<file path="config.mk">
export PLATFORM = sky130hd
export DESIGN_NAME = gsrc_div
export DESIGN_NICKNAME = d
export VERILOG_FILES = /design/src/rtl/assert_macros.svh /design/src/rtl/gsrc_div.sv
export SDC_FILE = /design/constraint.sdc
export NUM_CORES = 1
export LEC_CHECK = 0
export BUFFER_PORTS_ARGS = -buffer_cell sky130_fd_sc_hd__buf_2
export CAP_MARGIN = 30
export CORE_MARGIN = 3
export CORE_UTILIZATION = 42
export CTS_CLUSTER_DIAMETER = 40
export DETAILED_ROUTE_END_ITERATION = 8
export MAX_ROUTING_LAYER = met4
export PLACE_DENSITY = 0.63
export SLEW_MARGIN = 10
export SYNTH_ARGS = -nofsm -noshare
export SYNTH_HDL_FRONTEND = slang
export SYNTH_SLANG_ARGS = --single-unit
</file>
<file path="constraint.sdc">
create_clock -name i_clk -period 6.2 [get_ports i_clk]
set_input_delay 0.93 -clock i_clk [delete_from_list [all_inputs] [get_ports i_clk]]
set_output_delay 0.93 -clock i_clk [all_outputs]
set_load 0.01 [all_outputs]
</file>
<file path="src/rtl/assert_macros.svh">
// Assertion macros shared by the grid snap and ratio constraint RTL.
`ifndef ASSERT_MACROS_SVH
`define ASSERT_MACROS_SVH
`ifndef SYNTHESIS
`define GSRC_ASSERT(lbl, clk, rst_n, prop, msg) \
    lbl: assert property (@(posedge clk) disable iff (!rst_n) prop) else $error(msg);
`define GSRC_ASSERT_NEXT(lbl, clk, rst_n, ante, cons, msg) \
    lbl: assert property (@(posedge clk) disable iff (!rst_n) (ante) |=> (cons)) else $error(msg);
`else
`define GSRC_ASSERT(lbl, clk, rst_n, prop, msg)
`define GSRC_ASSERT_NEXT(lbl, clk, rst_n, ante, cons, msg)
`endif
`endif

</file>
<file path="src/rtl/gsrc_div.sv">
// Pipelined restoring divider, one quotient bit per stage, with side payload.
`default_nettype none
module gsrc_div #(
    parameter int NW = 17,
    parameter int QW = 17,
    parameter int DW = 13,
    parameter int PW = 1
) (
    input  wire logic          i_clk,
    input  wire logic          i_rst_n,
    input  wire logic          i_en,
    input  wire logic          i_valid,
    input  wire logic [NW-1:0] i_num,
    input  wire logic [DW-1:0] i_den,
    input  wire logic [PW-1:0] i_pay,
    output logic               o_valid,
    output logic [QW-1:0]      o_quo,
    output logic [PW-1:0]      o_pay
);

    // Upper DW bits hold the partial remainder, lower QW bits the dividend
    // bits still to consume followed by the quotient bits produced so far.
    logic [DW+QW-1:0] r_x   [QW];
    logic [DW+QW-1:0] n_x   [QW];
    logic [DW+QW-1:0] w_src [QW];
    logic [DW:0]      w_t   [QW];
    logic [DW:0]      w_d   [QW];
    logic [QW-1:0]    w_qb;
    logic [PW-1:0]    r_pay [QW];
    logic [QW-1:0]    r_v;

    always_comb begin
        w_src[0] = {DW'(i_num >> QW), i_num[QW-1:0]};
        for (int k = 1; k < QW; k++) begin
            w_src[k] = r_x[k-1];
        end
    end

    always_comb begin
        for (int k = 0; k < QW; k++) begin
            w_t[k]  = w_src[k][DW+QW-1:QW-1];
            w_qb[k] = (w_t[k] >= {1'b0, i_den});
            w_d[k]  = w_t[k] - {1'b0, i_den};
            n_x[k]  = {(w_qb[k] ? w_d[k][DW-1:0] : w_t[k][DW-1:0]),
                       w_src[k][QW-2:0], w_qb[k]};
        end
    end

    always_ff @(posedge i_clk) begin
        if (!i_rst_n) begin
            r_v <= '0;
        end else if (i_en) begin
            r_v <= {r_v[QW-2:0], i_valid};
        end
    end

    always_ff @(posedge i_clk) begin
        if (i_en) begin
            r_pay[0] <= i_pay;
            for (int k = 0; k < QW; k++) begin
                r_x[k] <= n_x[k];
            end
            for (int k = 1; k < QW; k++) begin
                r_pay[k] <= r_pay[k-1];
            end
        end
    end

    assign o_valid = r_v[QW-1];
    assign o_quo   = r_x[QW-1][QW-1:0];
    assign o_pay   = r_pay[QW-1];

endmodule
`default_nettype wire

</file>
==> run metrics <==
run status=complete, no violations; final setup violation count=0; DR WL/cell=about 18 um; Tmin final=4020 ps; post-route insts no fill=~3100; CP max-delay cell=a311oi_4; cell taking the most area after synthesis=edfxtp_1; Port Buffer Count=53; fillers=approximately 5700; crit path DAT=around 4400 ps; Critical Path Start=i_den[2]; Worst Reg-to-Reg Cells=10; Synth Instances=between 2000 and 2500; Avg Cell Area, Syn=roughly 13 um2; area grow syn2layout=15.3%; max-cap violation count=0; top post-synthesis cells by count=edfxtp_1, ha_1, a21oi_1; Global Route Usage Sum=between 10% and 20%; number of clock sinks=531; worst setup margin=around 2200 ps; Sw Share=between 30% and 40%; Net count, final=between 2000 and 2500; Hold Path Class=reg2reg; Lkg Pwr=12.3 nW; Seq/Total Area, Yosys=56.4%; layout cell share with drive strength beyond 1=between 10% and 20%; dpl ws=between 1500 and 2000 ps; Reg2Reg Setup Slack=2700 ps; Synth Net Count=between 2000 and 2500; Total Routed Length=between 50000 and 60000 um; Std-Cell Rows=94; setup bufs post-CTS=0; Worst-Margin Slew=991 ps; Post-Synth Adder-Cell Area=a little over a tenth; complex-gate fraction of the synthesized area=11.0%; Num CTS Buffers=86; Die Span X=~260 um; GPL Wtd Cong=0.905; Yosys cell types=72; main combinational cell family by area after synthesis=compound AO/OA/AOI/OAI gates; post_cts resized=0; r2r startpoint=r_x[0][406]; Routed Antenna Nets=0; Post-synth EDFFs=514; multiplexer share of the synthesized area=a little over 8%; clk root buf=clkbuf_16; Longest Clk Path Bufs=3; Core Area=around 0.066 mm2; CTS tree=done; initial core utilization=between 40% and 50%; H-tree levels=3; most common cell in the netlist=edfxtp_1; clock slew at reported path FFs=roughly 50 ps; CP Capture Type=flop; I/O Pins=between 50 and 60; # DRC=0; Crit path largest cell delay=790 ps; worst path cell trace=buf_2, inv_1, ha_1, nor2b_1, o21ai_1, a21oi_1, a211oi_2, o211ai_1, a311oi_4, mux2_2; Yosys top cell area share=between 50% and 60%; RSZ-0062 raised after global routing=no; Synth Area in Simple Gates=between 7 and 8%; worst skew pair latency=roughly 620 ps; total iterations of the first detailed-routing run=5; First DRT Iteration DRCs=about 1200; YS warnings=0; XOR/XNOR Fraction of Synth Area=under 10%; WP buf/inv=2; maximum VDD drop=roughly 230 uV; Post-DP HPWL=37100 um; Synth area leaders=edfxtp_1, ha_1, mux2_1; PD cells=around 500 mW/mm2; Syn Std Cell Area=0.0280 mm2; setup tns final=0 ps; via count=between 15000 and 20000; Final Cell Area=0.0323 mm2; R2R Path End=r_x[0][439]; CP Max Fanout=15; fin crit share=between 60% and 70%; Hold Path Stages=0; Critical Path RT=about 6600 ps; Async S/R FF share, synth=0%; largest net degree at the start of global routing=150; fmax=0.249 GHz; top_reg_cell synth=edfxtp_1; Die ar.=0.0698 mm2; Setup crit start kind=primary input; antenna violations before repair=2; switching power=approximately 0.0053 W; clock skew=approximately 18 ps; WS Path Type=in2reg; Vias per Instance=between 5 and 6; pins over their slew limit=0; Seq pwr share=34.7%; post-synthesis register bit count=approximately 530; Fin. Hold Viols=0; GRT overflow=0; Hold Path Origin=r_x[0][307]; Comb pwr share=between 30 and 40%; die height=264 um; # hold bufs at CTS=0; Inst Count DP=~3000; Placed Area=a little under 0.03 mm2; WHS Endpoint=r_x[0][338]; Worst slew margin=roughly a third; vias in the first global route=about 17000; internal power=approximately 0.011 W; clock group share of total power=just under 30%; first-pass GRT wire length=about 91000 um; Worst path top cell family by delay=compound AO/OA/AOI/OAI gates
-- layer usage --
layer  part of all wire (%)  global-route usage, %  vias to the layer above
met4                    2.9                   6.33                        0
met3                    4.5                   2.98                      113
li1                       -                      -                     8293
met2                     48                   27.5                      353
met1                     44                   20.4                     8245
met5                      0                      -                        -
-- worst max path at each step --
stage                        endpoint  slack (ps)  cells past startpoint
after floorplan           r_x[0][238]        2560                     10
after global placement    r_x[0][238]        1570                     10
after detailed placement  r_x[0][238]        1510                     10
after CTS                 r_x[0][239]        2180                     10
after global routing      r_x[0][179]        1960                     10
final                     r_x[0][238]        2180                     10
-- registers in the layout, indices dropped and copies added (netlist names) --
name   flops
r_v       17
r_pay     17
r_x      497
-- power by group through the flow --
stage / sequential, W / combinational [W] / clock [W]
final: 0.00560 / 0.00579 / 0.00474
after global routing: 0.00567 / 0.00646 / 0.00505
after CTS: 0.00561 / 0.00576 / 0.00488
after detailed placement: 0.00567 / 0.00571 / 0
after global placement: 0.00568 / 0.00553 / 0
after floorplan: 0.00541 / 0.00473 / 0
-- cells in the final DEF (no fill, tap or decap), types with 15 or more instances in the layout --
cell and instances:
nand2b_1 15, nor3_1 49, o21ai_0 68, o211ai_1 21, fa_1 15, a211oi_1 17
clkbuf_16 87, inv_6 16, inv_1 78, buf_4 19, nor2_1 98, nand3_1 21
nand4_1 27, and2_1 19, ha_1 210, nand2_1 78, mux2i_1 57, a21oi_1 103
edfxtp_1 514, o21a_1 41, nor2b_1 50, buf_2 52, xor2_1 56, mux2_1 90
xnor2_1 74, mux2_2 66, a21o_1 56, dfxtp_1 17
-- cell families after synthesis --
kind of cell | Yosys count
multiplexers | 213
buffers and inverters | 126
XOR/XNOR | 130
AO/OA/AOI/OAI | 438
AND/OR/NAND/NOR | 413
adder cells (fa/ha/maj) | 225
flip-flops | 531
-- final cells by class --
type / count / area (um2) / area share, %
tap: 864 / 1080 / 3.35
antenna: 1 / 2.50 / 0.00775
timing repair buffer: 80 / 571 / 1.77
sequential: 531 / 15800 / 48.9
clock buffer: 91 / 2190 / 6.79
clock inverter: 68 / 719 / 2.23
inverter: 83 / 312 / 0.965
multi-input combinational: 1419 / 11600 / 36.0
-- per-stage QoR --
stage | util (%) | power [W] | hold slack (ps)
CTS | 49.0 | 0.0162 | 409
global placement | 44.4 | 0.0112 | 401
detailed placement | 44.5 | 0.0114 | 405
global route | 49.0 | 0.0172 | 414
finish | 49.0 | 0.0161 | 402
floorplan | - | 0.0101 | 400
Note: power is estimated with default switching activity, not from simulation.
